## src/apc_pkg.sv

```systemverilog
// Shared types and constants of the adaptive penalty controller.
// No dependencies.
`default_nettype none

package apc_pkg;

  localparam int KINDS       = 3;
  localparam int PEN_W       = 26;
  localparam int CNT_OUT_W   = 7;
  localparam int FACTOR_W    = 17;
  localparam int PROD_W      = PEN_W + FACTOR_W;
  localparam int IN_TDATA_W  = 8;
  localparam int OUT_TDATA_W = 104;
  localparam int CFG_IDX_W   = 2;

  typedef enum logic [1:0] {
    OP_RECORD = 2'd0,
    OP_ADJUST = 2'd1,
    OP_RELOAD = 2'd2,
    OP_IDLE   = 2'd3
  } opcode_e;

  localparam logic [CFG_IDX_W-1:0] REG_TARGET    = 2'd0;
  localparam logic [CFG_IDX_W-1:0] REG_INIT_CAP  = 2'd1;
  localparam logic [CFG_IDX_W-1:0] REG_INIT_DUR  = 2'd2;
  localparam logic [CFG_IDX_W-1:0] REG_INIT_PACK = 2'd3;

  // Q10.16 penalty limits, Q1.16 factors, Q0.16 margin
  localparam logic [PEN_W-1:0]    PEN_CAP      = 26'd65536000;
  localparam logic [PEN_W-1:0]    PEN_FLOOR    = 26'd6554;
  localparam logic [PEN_W-1:0]    PEN_RESET    = 26'd6553600;
  localparam logic [FACTOR_W-1:0] UP_FACTOR    = 17'd78643;
  localparam logic [FACTOR_W-1:0] DOWN_FACTOR  = 17'd55706;
  localparam logic [12:0]         MARGIN       = 13'd3277;
  localparam logic [15:0]         TARGET_RESET = 16'd13107;

  // one record beat towards the window store
  typedef struct packed {
    logic             rec;
    logic [KINDS-1:0] ok;
  } rec_t;

endpackage

`default_nettype wire

```

## src/apc_ram.sv

```systemverilog
// Generic single-port-write, single-port-read RAM with registered read data.
// No dependencies.
`default_nettype none

module apc_ram #(
  parameter int WIDTH = 1,
  parameter int DEPTH = 2
) (
  input  wire logic                     clk_i,
  input  wire logic                     we_i,
  input  wire logic [$clog2(DEPTH)-1:0] waddr_i,
  input  wire logic [WIDTH-1:0]         wdata_i,
  input  wire logic [$clog2(DEPTH)-1:0] raddr_i,
  output logic      [WIDTH-1:0]         rdata_o
);

  logic [WIDTH-1:0] mem_q [DEPTH];

  always_ff @(posedge clk_i) begin
    if (we_i) begin
      mem_q[waddr_i] <= wdata_i;
    end
    rdata_o <= mem_q[raddr_i];
  end

endmodule

`default_nettype wire

```

## src/apc_window.sv

```systemverilog
// Sliding feasibility windows: slot pointer, running counts and the window RAM.
// Depends on apc_pkg and apc_ram.
`default_nettype none

module apc_window #(
  parameter int WINDOW = 100,
  parameter int CW     = $clog2(WINDOW + 1),
  parameter int PW     = $clog2(WINDOW)
) (
  input  wire logic                                 clk_i,
  input  wire logic                                 rst_ni,
  input  wire apc_pkg::rec_t                        rec_i,
  output logic      [apc_pkg::KINDS-1:0][CW-1:0]    cnt_q_o,
  output logic      [apc_pkg::KINDS-1:0][CW-1:0]    cnt_d_o
);

  logic [PW-1:0]                        ptr_q, ptr_d;
  logic                                 wrap_q, wrap_d;
  logic [apc_pkg::KINDS-1:0][CW-1:0]    cnt_q, cnt_d;
  logic [apc_pkg::KINDS-1:0]            ram_rdata;
  logic [apc_pkg::KINDS-1:0]            old_bits;
  logic                                 last_slot;

  // Slots are written in order, so before the first wrap the slot under the
  // pointer has never been written, so the wrap flag makes it count as all ones.
  assign old_bits  = wrap_q ? ram_rdata : '1;
  assign last_slot = (ptr_q == PW'(WINDOW - 1));

  always_comb begin
    ptr_d  = ptr_q;
    wrap_d = wrap_q;
    cnt_d  = cnt_q;
    if (rec_i.rec) begin
      ptr_d = last_slot ? '0 : ptr_q + 1'b1;
      if (last_slot) begin
        wrap_d = 1'b1;
      end
      for (int k = 0; k < apc_pkg::KINDS; k++) begin
        cnt_d[k] = cnt_q[k] - CW'(old_bits[k]) + CW'(rec_i.ok[k]);
      end
    end
  end

  always_ff @(posedge clk_i or negedge rst_ni) begin
    if (!rst_ni) begin
      ptr_q  <= '0;
      wrap_q <= 1'b0;
      for (int k = 0; k < apc_pkg::KINDS; k++) begin
        cnt_q[k] <= CW'(WINDOW);
      end
    end else begin
      ptr_q  <= ptr_d;
      wrap_q <= wrap_d;
      cnt_q  <= cnt_d;
    end
  end

  // Read address runs one slot ahead so the old entry is ready on the beat
  // that overwrites it; the write never hits the slot being fetched.
  apc_ram #(
    .WIDTH (apc_pkg::KINDS),
    .DEPTH (WINDOW)
  ) u_ram (
    .clk_i   (clk_i),
    .we_i    (rec_i.rec),
    .waddr_i (ptr_q),
    .wdata_i (rec_i.ok),
    .raddr_i (ptr_d),
    .rdata_o (ram_rdata)
  );

  assign cnt_q_o = cnt_q;
  assign cnt_d_o = cnt_d;

endmodule

`default_nettype wire

```

## src/apc_scale.sv

```systemverilog
// Penalty scaling for one constraint kind: band test, constant multiply, clamp.
// Depends on apc_pkg.
`default_nettype none

module apc_scale #(
  parameter int CW = 7,
  parameter int BW = CW + 19
) (
  input  wire logic        [apc_pkg::PEN_W-1:0] pen_i,
  input  wire logic        [CW-1:0]             cnt_i,
  input  wire logic signed [BW-1:0]             lower_i,
  input  wire logic signed [BW-1:0]             upper_i,
  output logic             [apc_pkg::PEN_W-1:0] pen_o
);

  logic signed [BW-1:0]                  frac;
  logic                                  below, above;
  logic        [apc_pkg::FACTOR_W-1:0]   factor;
  logic        [apc_pkg::PROD_W-1:0]     prod;
  logic        [apc_pkg::PEN_W:0]        scaled;

  assign frac  = $signed({{(BW - CW - 16){1'b0}}, cnt_i, 16'd0});
  assign below = (frac < lower_i) && (pen_i < apc_pkg::PEN_CAP);
  assign above = (frac > upper_i) && (pen_i > apc_pkg::PEN_FLOOR);

  // one shared multiplier, factor picked by the band test
  assign factor = below ? apc_pkg::UP_FACTOR : apc_pkg::DOWN_FACTOR;
  assign prod   = apc_pkg::PROD_W'(pen_i) * apc_pkg::PROD_W'(factor);
  assign scaled = prod[apc_pkg::PROD_W-1:16];

  always_comb begin
    if (below) begin
      pen_o = (scaled > (apc_pkg::PEN_W + 1)'(apc_pkg::PEN_CAP)) ?
              apc_pkg::PEN_CAP : scaled[apc_pkg::PEN_W-1:0];
    end else if (above) begin
      pen_o = (scaled < (apc_pkg::PEN_W + 1)'(apc_pkg::PEN_FLOOR)) ?
              apc_pkg::PEN_FLOOR : scaled[apc_pkg::PEN_W-1:0];
    end else begin
      pen_o = pen_i;
    end
  end

endmodule

`default_nettype wire

```

## src/adaptive_penalty_controller.sv

```systemverilog
// Adaptive penalty controller top level: config registers, penalties, result register.
// Depends on apc_pkg, apc_window, apc_scale and apc_ram.
//
//   channel   dir  handshake                  payload
//   s_axis    in   s_axis_tvalid/tready       s_axis_tdata  [7:0]
//   m_axis    out  m_axis_tvalid/tready       m_axis_tdata  [103:0]
//   cfg       in   cfg_we_i (no wait)         cfg_idx_i, cfg_wdata_i
//
// One beat per cycle in while s_axis_tready is high, one result per beat; the
// result sits in the output register the cycle after its beat is taken.
// Window RAM read runs one slot ahead of the pointer, so record beats flow
// every cycle while s_axis_tready is high; adjust uses one 26x17 multiplier per kind.
// Reset takes effect at once: unwritten window slots read as ones via a wrap flag.
// s_axis_tready drops only while a result is held and m_axis_tready is low.
`default_nettype none

module adaptive_penalty_controller #(
  parameter int WINDOW = 100
) (
  input  wire logic                               clk_i,
  input  wire logic                               rst_ni,
  input  wire logic                               s_axis_tvalid,
  output logic                                    s_axis_tready,
  // opcode[1:0], load_ok[2], duration_ok[3], pack_ok[4], zero[7:5]
  input  wire logic [apc_pkg::IN_TDATA_W-1:0]     s_axis_tdata,
  output logic                                    m_axis_tvalid,
  input  wire logic                               m_axis_tready,
  // capacity_penalty_out[25:0], duration_penalty_out[51:26],
  // pack_penalty_out[77:52], load_feasible_count[84:78],
  // duration_feasible_count[91:85], pack_feasible_count[98:92], zero[103:99]
  output logic      [apc_pkg::OUT_TDATA_W-1:0]    m_axis_tdata,
  input  wire logic                               cfg_we_i,
  input  wire logic [apc_pkg::CFG_IDX_W-1:0]      cfg_idx_i,
  input  wire logic [apc_pkg::PEN_W-1:0]          cfg_wdata_i
);

  localparam int CW = $clog2(WINDOW + 1);
  localparam int PW = $clog2(WINDOW);
  localparam int BW = CW + 19;

  localparam logic signed [BW-1:0] MARGIN_S  = BW'(apc_pkg::MARGIN);
  localparam logic signed [BW-1:0] WIN_S     = BW'(WINDOW);
  localparam logic signed [BW-1:0] LOWER_RST =
    BW'((int'(apc_pkg::TARGET_RESET) - int'(apc_pkg::MARGIN)) * WINDOW);
  localparam logic signed [BW-1:0] UPPER_RST =
    BW'((int'(apc_pkg::TARGET_RESET) + int'(apc_pkg::MARGIN)) * WINDOW);

  logic                                          in_acc;
  apc_pkg::opcode_e                              op;
  apc_pkg::rec_t                                 rec;
  logic [apc_pkg::KINDS-1:0][CW-1:0]             cnt_q, cnt_d;
  logic [apc_pkg::KINDS-1:0][apc_pkg::PEN_W-1:0] pen_q, pen_d, pen_scaled, init_q;
  logic [apc_pkg::KINDS-1:0][apc_pkg::CNT_OUT_W-1:0] cnt_out;
  logic signed [BW-1:0]                          lower_q, upper_q, tgt_s;
  logic                                          out_valid_q;
  logic [apc_pkg::OUT_TDATA_W-1:0]               out_data_q, out_data_d;

  assign s_axis_tready = !out_valid_q || m_axis_tready;
  assign in_acc        = s_axis_tvalid && s_axis_tready;
  assign op            = apc_pkg::opcode_e'(s_axis_tdata[1:0]);

  assign rec.rec = in_acc && (op == apc_pkg::OP_RECORD);
  assign rec.ok  = s_axis_tdata[4:2];

  apc_window #(
    .WINDOW (WINDOW),
    .CW     (CW),
    .PW     (PW)
  ) u_window (
    .clk_i   (clk_i),
    .rst_ni  (rst_ni),
    .rec_i   (rec),
    .cnt_q_o (cnt_q),
    .cnt_d_o (cnt_d)
  );

  for (genvar k = 0; k < apc_pkg::KINDS; k++) begin : g_kind
    apc_scale #(
      .CW (CW),
      .BW (BW)
    ) u_scale (
      .pen_i   (pen_q[k]),
      .cnt_i   (cnt_q[k]),
      .lower_i (lower_q),
      .upper_i (upper_q),
      .pen_o   (pen_scaled[k])
    );
    // reported modulo 128
    assign cnt_out[k] = apc_pkg::CNT_OUT_W'(cnt_d[k]);
  end

  always_comb begin
    pen_d = pen_q;
    if (in_acc) begin
      case (op)
        apc_pkg::OP_ADJUST: pen_d = pen_scaled;
        apc_pkg::OP_RELOAD: pen_d = init_q;
        default:            pen_d = pen_q;
      endcase
    end
  end

  assign out_data_d = {5'd0, cnt_out[2], cnt_out[1], cnt_out[0],
                       pen_d[2], pen_d[1], pen_d[0]};

  // band limits are worked out once per target write
  assign tgt_s = $signed(BW'(cfg_wdata_i[15:0]));

  always_ff @(posedge clk_i or negedge rst_ni) begin
    if (!rst_ni) begin
      lower_q <= LOWER_RST;
      upper_q <= UPPER_RST;
      init_q  <= {apc_pkg::KINDS{apc_pkg::PEN_RESET}};
    end else if (cfg_we_i) begin
      case (cfg_idx_i)
        apc_pkg::REG_TARGET: begin
          lower_q <= (tgt_s - MARGIN_S) * WIN_S;
          upper_q <= (tgt_s + MARGIN_S) * WIN_S;
        end
        apc_pkg::REG_INIT_CAP:  init_q[0] <= cfg_wdata_i;
        apc_pkg::REG_INIT_DUR:  init_q[1] <= cfg_wdata_i;
        apc_pkg::REG_INIT_PACK: init_q[2] <= cfg_wdata_i;
        default: ;
      endcase
    end
  end

  always_ff @(posedge clk_i or negedge rst_ni) begin
    if (!rst_ni) begin
      pen_q       <= {apc_pkg::KINDS{apc_pkg::PEN_RESET}};
      out_valid_q <= 1'b0;
    end else begin
      pen_q <= pen_d;
      if (in_acc) begin
        out_valid_q <= 1'b1;
      end else if (m_axis_tready) begin
        out_valid_q <= 1'b0;
      end
    end
  end

  always_ff @(posedge clk_i) begin
    if (in_acc) begin
      out_data_q <= out_data_d;
    end
  end

  assign m_axis_tvalid = out_valid_q;
  assign m_axis_tdata  = out_data_q;

endmodule

`default_nettype wire

```

## config.mk

```make
export PLATFORM = sky130hd
export DESIGN_NAME = adaptive_penalty_controller
export DESIGN_NICKNAME = d
export VERILOG_FILES = /design/src/apc_pkg.sv /design/src/apc_ram.sv /design/src/apc_window.sv /design/src/apc_scale.sv /design/src/adaptive_penalty_controller.sv
export SDC_FILE = /design/constraint.sdc
export NUM_CORES = 2
export LEC_CHECK = 0
export BUFFER_PORTS_ARGS = -buffer_cell sky130_fd_sc_hd__buf_2
export CORE_MARGIN = 3
export CORE_UTILIZATION = 66
export CTS_CLUSTER_DIAMETER = 120
export DETAILED_ROUTE_END_ITERATION = 10
export PLACE_DENSITY = 0.83
export SYNTH_ARGS = -nofsm -noshare
export SYNTH_HDL_FRONTEND = slang
export SYNTH_HIERARCHICAL = 1
export SYNTH_SLANG_ARGS = --single-unit
```

## constraint.sdc

```tcl
create_clock -name clk_i -period 11.95 [get_ports clk_i]
set_input_delay 1.7925 -clock clk_i [delete_from_list [all_inputs] [get_ports clk_i]]
set_output_delay 1.7925 -clock clk_i [all_outputs]
set_load 0.03 [all_outputs]
```

# Word-level counts from Yosys, hierarchy flattened
# Memory sizes are Yosys's and may differ from the RTL's. A register that Yosys moved wholly into a read port is not among the register bits.
# Cells that the tools add are included.
[classes]
n_addsub = 9
mul = 5
reduce_logical = 18
magnitude_cmp = 18
n_mux = 25
eq_ne = 6
[ops]
columns = ["cell", "count"]
rows = [
  ["26-bit two-way mux", 12],
  ["78-bit one-hot mux with 2 select lines", 1],
  ["26-bit by 17-bit multiplier with 43-bit output", 3],
  ["27-bit by 26-bit greater-than comparator with 1-bit output (second input constant)", 3],
  ["27-bit by 13-bit less-than comparator with 1-bit output (second input constant)", 3],
  ["24-bit by 26-bit greater-than comparator with 1-bit output", 3],
  ["26-bit by 13-bit greater-than comparator with 1-bit output (second input constant)", 3],
  ["24-bit by 26-bit less-than comparator with 1-bit output", 3],
  ["26-bit less-than comparator (second input constant)", 3],
  ["78-bit two-way mux", 1],
  ["17-bit two-way mux", 3],
  ["17-bit by 6-bit multiplier with 23-bit output (second input constant)", 1],
  ["17-bit by 5-bit multiplier with 22-bit output (second input constant)", 1],
  ["7-bit by 1-bit adder with 7-bit output", 3],
  ["21-bit two-way mux", 1],
  ["7-bit by 1-bit subtractor with 7-bit output", 3],
  ["16-bit by 12-bit adder with 17-bit output (second input constant)", 1],
  ["16-bit by 12-bit subtractor with 17-bit output (second input constant)", 1],
  ["7-bit two-way mux", 2],
  ["2-bit AND reduction", 5],
  ["1-bit logical AND", 8],
  ["7-bit by 1-bit adder with 7-bit output (second input constant)", 1],
  ["7-bit == test (second input constant)", 1],
  ["2-bit == test (second input constant)", 3],
  ["7 further kinds", 12],
]
[word_totals]
reg_bits = 333
inputBits = 41
wordCells = 97
mem_bits_rw = 300
mem_count = 1
[mem_list]
columns = ["name", "words", "width", "rd", "rd_clocked_by_memory_dff", "wr", "line", "rtl"]
rows = [
  ["u_window.u_ram.mem_q", 100, 3, 1, 1, 1, "apc_ram.sv:17", "logic [WIDTH-1:0] mem_q [DEPTH];"],
]

# Logic depth before layout (Yosys ltp)
[depth]
depth_word = 10
mapped_depth = 39
mapped_depth_nobuf = 35

# Cells and area by module
# The synthesis kept the hierarchy.
[modules_own_cells]
columns = ["module", "seq_area_each_um2", "cells_per_inst", "area_each_um2", "instances"]
rows = [
  ["adaptive_penalty_controller", 8047.7, 1285, 14910.6, 1],
  ["apc_scale at g_kind[1].u_scale", 0.0, 1532, 12803.5, 1],
  ["apc_scale at g_kind[0].u_scale", 0.0, 1534, 12793.5, 1],
  ["apc_scale at g_kind[2].u_scale", 0.0, 1491, 12761.0, 1],
  ["apc_ram", 9068.7, 645, 12308.1, 1],
  ["apc_window", 737.0, 236, 2113.3, 1],
]

# Worst setup path before layout
# OpenSTA, ideal clock, no wires.
[synth_timing]
kind = "flip-flop to flip-flop"
from = "reg u_window.cnt_q, in the netlist u_window/cnt_q_o[6]"
to = "reg out_data_q, in the netlist m_axis_tdata[24], data pin"
path_stages_with_launch = 34
n_path_buf = 3
slack_ns = 2.764
period_less_slack_ns = 9.186
setup_time_ns = 0.275
arrival_ns = 8.911
cell_sequence = "dfstp_2 ha_1 or4b_1 or3_1 o21ai_1 nor2_1 nand2_1 clkbuf_1 nand2_1 inv_1 ha_1 fa_1 fa_1 fa_1 fa_1 inv_1 fa_1 inv_1 ha_1 clkbuf_1 a21oi_1 o21ai_0 a221o_1 a211o_1 nor2_1 xor2_1 o21ai_1 or4_1 nor4_4 buf_6 nor2_1 o22a_1 a22oi_1 o21ai_0"
[synth_lines]
columns = ["item", "line", "rtl"]
rows = [
  ["start, declared", "apc_window.sv:19", "logic [apc_pkg::KINDS-1:0][CW-1:0] cnt_q, cnt_d;"],
  ["start signal, assigned by index", "apc_window.sv:49", "cnt_q[k] <= CW'(WINDOW);"],
  ["start signal, assigned", "apc_window.sv:54", "cnt_q <= cnt_d;"],
  ["end signal, assigned", "adaptive_penalty_controller.sv:144", "out_data_q <= out_data_d;"],
  ["end, declared", "adaptive_penalty_controller.sv:56", "logic [apc_pkg::OUT_TDATA_W-1:0] out_data_q, out_data_d;"],
]

==> impl_results.md <==
- Flops & latches, synth: 632
- Resized cells post-CTS: 0
- Multi-input gate area: between 40,000 and 50,000 sq um
- Drt pass-1 iters: 8
- CP endpoint kind: flip-flop
- Fill count: 7,294
- Reg2reg path depth: 31
- Die height: ~330 um
- Fmax: 0.0879 GHz
- # Max-Cap Violations: 0
- CTS Sinks: 632
- Crit-path max FO: 34
- Unrepaired setup endpoints after global routing: false
- Setup CP Type: reg -> reg
- CTS Buf Count: 70
- IO Count: 147
- Synth cell types: 125
- Vias in the first global route: roughly 53,000
- Clock Skews: 0.0488 ns
- Pin count of the biggest net entering global routing: 113
- Syn Inst Count: 6,723
- Crit path arrival time: 11.75 ns
- DRT iter0 DRCs: 5,765
- Min Tclk post-route: 11.38 ns
- Clk Latency, worst-skew pair: 0.67 ns
- Synth Flop Type: edfxtp_1
- Nets: 8,385
- PortBufs: 138
- Area growth, synth to finish: 6.89%
- CTS Root Cell: clkbuf_16
- Async set-reset flop share out of synthesis: 36.4%
- CORE AREA: 101,000 sq um
- Post-Route WL: 197 mm
- Routed len/inst: 23.8 um
- Yosys warns: 6
- TritonCTS clock tree: yes
- Maximum root-to-sink buffer count: 3
- H-tree lvl count: 3
- Final worst-path cycle share: 95.2%
- Setup_tns: 0 ns
- Storage element area: 17,900 sq um
- Pins Over Slew Limit: 0
- Antenna Violating Nets Remaining: 0
- Die Area: 106,000 sq um
- Hold Path Depth: 2
- Routed vias: 51,800
- Gpl congestion: 1.02
- Ratio of cells with drive above 1 in the final layout: 9.05%
- Detail Placement HPWL: 157 mm
- Die W: between 300 and 400 um
- Clock slew at reported path FFs: 0.07 ns
- Slowest stage delay, CP: 0.80 ns
- Post-Syn Area: 67,700 sq um
- Slowest cell on crit path: nor3_2
- Data required time of the worst path: 12.32 ns
- Status: complete, no violations
- Global-route wire length before repair: slightly above 300 mm
- Post-CTS Hold Buffers: 0
- Worst slew pin tran: 1.02 ns
- Setup bufs post-CTS: 0
- Number of flops mapped to enable cells by yosys: between 300 and 400
- Via density: around 6.3
- Worst path most repeated cell: fa_1
- Endpoints failing setup: 0
- Final global-route overflow total: 0
- Startpoint Class: flip-flop
- Gr usage total: a little under two fifths
- Slew HR: roughly a third
- Synth Area per Inst: 10.1 sq um
- Seq/Total Area, Yosys: 26.4%
- Final Hold Vio Count: 0
- Initial Util: 67.1%
- Row count: approximately 120
- Initial antenna violation count: 11
- Min-delay worst type: reg -> reg
- DRC errors left: 0
-- metrics by stage --
step / setup WS [ns] / utilization [%] / hold slack (ns) / instance area [sq um] / instances
floorplan: 2.76 / - / 0.451 / 68100 / 6820
global placement: 0.974 / 69.3 / 0.468 / 69900 / 8137
detailed placement: 0.861 / 69.3 / 0.471 / 69900 / 8137
CTS: 0.780 / 71.7 / 0.481 / 72300 / 8265
global route: 0.125 / 71.7 / 0.513 / 72300 / 8265
finish: 0.572 / 71.7 / 0.482 / 72400 / 8271
-- critical path: cells and delay by family, from the launching register on --
family	cells	cell delay (ns)
fa+ha+maj	8	3.87
flops	1	0.55
compound gates	9	2.70
buf+inv	6	1.14
simple gates	8	2.76
-- registers in the layout, indices dropped and copies added, names as in the netlist --
| register | cells |
|---|---|
| u_window/u_ram/rdata_o | 3 |
| lower_q | 23 |
| init_q | 78 |
| m_axis_tvalid | 1 |
| u_window/wrap_q | 1 |
| u_window/ptr_q | 7 |
| pen_q | 78 |
| upper_q | 21 |
| u_window/u_ram/mem_q | 300 |
| u_window/cnt_q_o | 21 |
| m_axis_tdata | 99 |
-- area by class of cell --
| type | count | share of cell area [%] |
|---|---|---|
| diodes | 6 | 0.0208 |
| well taps | 1357 | 2.35 |
| clock buffers | 87 | 2.54 |
| repair buffers | 227 | 1.89 |
| inverters | 1302 | 6.75 |
| flip-flops and latches | 632 | 24.7 |
| clock inverters | 41 | 0.775 |
| multi-input cells | 4619 | 61.0 |
-- placed cells by master (no fill, tap or decap), types with 97 or more instances in the layout --
| cell | netlist | final |
|---|---|---|
| nand2_1 | 567 | 566 |
| nor2_1 | 416 | 412 |
| o21ai_0 | 300 | 300 |
| dfrtp_1 | 185 | 185 |
| a21oi_1 | 245 | 245 |
| inv_1 | 1301 | 1301 |
| conb_1 | 7 | 104 |
| edfxtp_1 | 399 | 399 |
| fa_1 | 790 | 790 |
| buf_2 | 16 | 137 |
| nand3_1 | 97 | 97 |
| ha_1 | 702 | 700 |
-- routing by layer --
| layer | up-vias | track usage, % | wire length [um] |
|---|---|---|---|
| li1 | 22800 | - | - |
| met1 | 25400 | 50.4 | 75400 |
| met2 | 2981 | 59.1 | 90400 |
| met3 | 646 | 8.31 | 20500 |
| met4 | 10 | 16.8 | 10500 |
| met5 | - | 0 | 71 |
-- kinds of logic after synthesis --
family,Yosys count,synth area share (%)
other,7,0.0388
buffers and inverters,1569,9.06
multiplexers,181,4.30
XOR/XNOR,145,1.88
AND/OR/NAND/NOR,1603,11.3
flip-flops,632,26.4
adder cells (fa/ha/maj),1492,36.3
AO/OA/AOI/OAI,1094,10.7
-- cells in the mapped netlist (40+ instances only) --
cell      count  share of area (%)
nor3_1       69               0.51
xnor2_1      95                1.2
mux2_2       76                1.3
a21o_1       56               0.62
dfstp_2      45                1.7
nand2_1     567                3.1
ha_1        702                 13
mux4_2       57                1.9
clkbuf_1    208                1.2
and3_1       49               0.45
and2_1       40               0.37
o211ai_1     43               0.48
nand3_1      97               0.72
a22oi_1      91                1.0
dfrtp_1     185                6.8
o21ai_0     300                2.2
fa_1        790                 23
nor4_1       44               0.41
nand4_1      86               0.79
inv_1      1301                7.2
nor2_1      416                2.3
a21oi_1     245                1.8
edfxtp_1    399                 18
xor2_1       50               0.65
nand2b_1     42               0.39
-- worst paths after layout --
kind,from,slack [ns],endpoint
setup / recovery,lower_q[19],0.57,m_axis_tdata[45]
hold / removal,lower_q[7],0.48,lower_q[7]
setup reg to reg,lower_q[19],0.57,m_axis_tdata[45]
hold reg to reg,lower_q[7],0.48,lower_q[7]
max in group asynchronous,rst_ni,9.31,pen_q[51]
min in group asynchronous,rst_ni,1.17,pen_q[24]
Power is left out: the tool's default activity adds up to more than one toggle a clock period on the data nets, which glitch-free logic cannot reach.
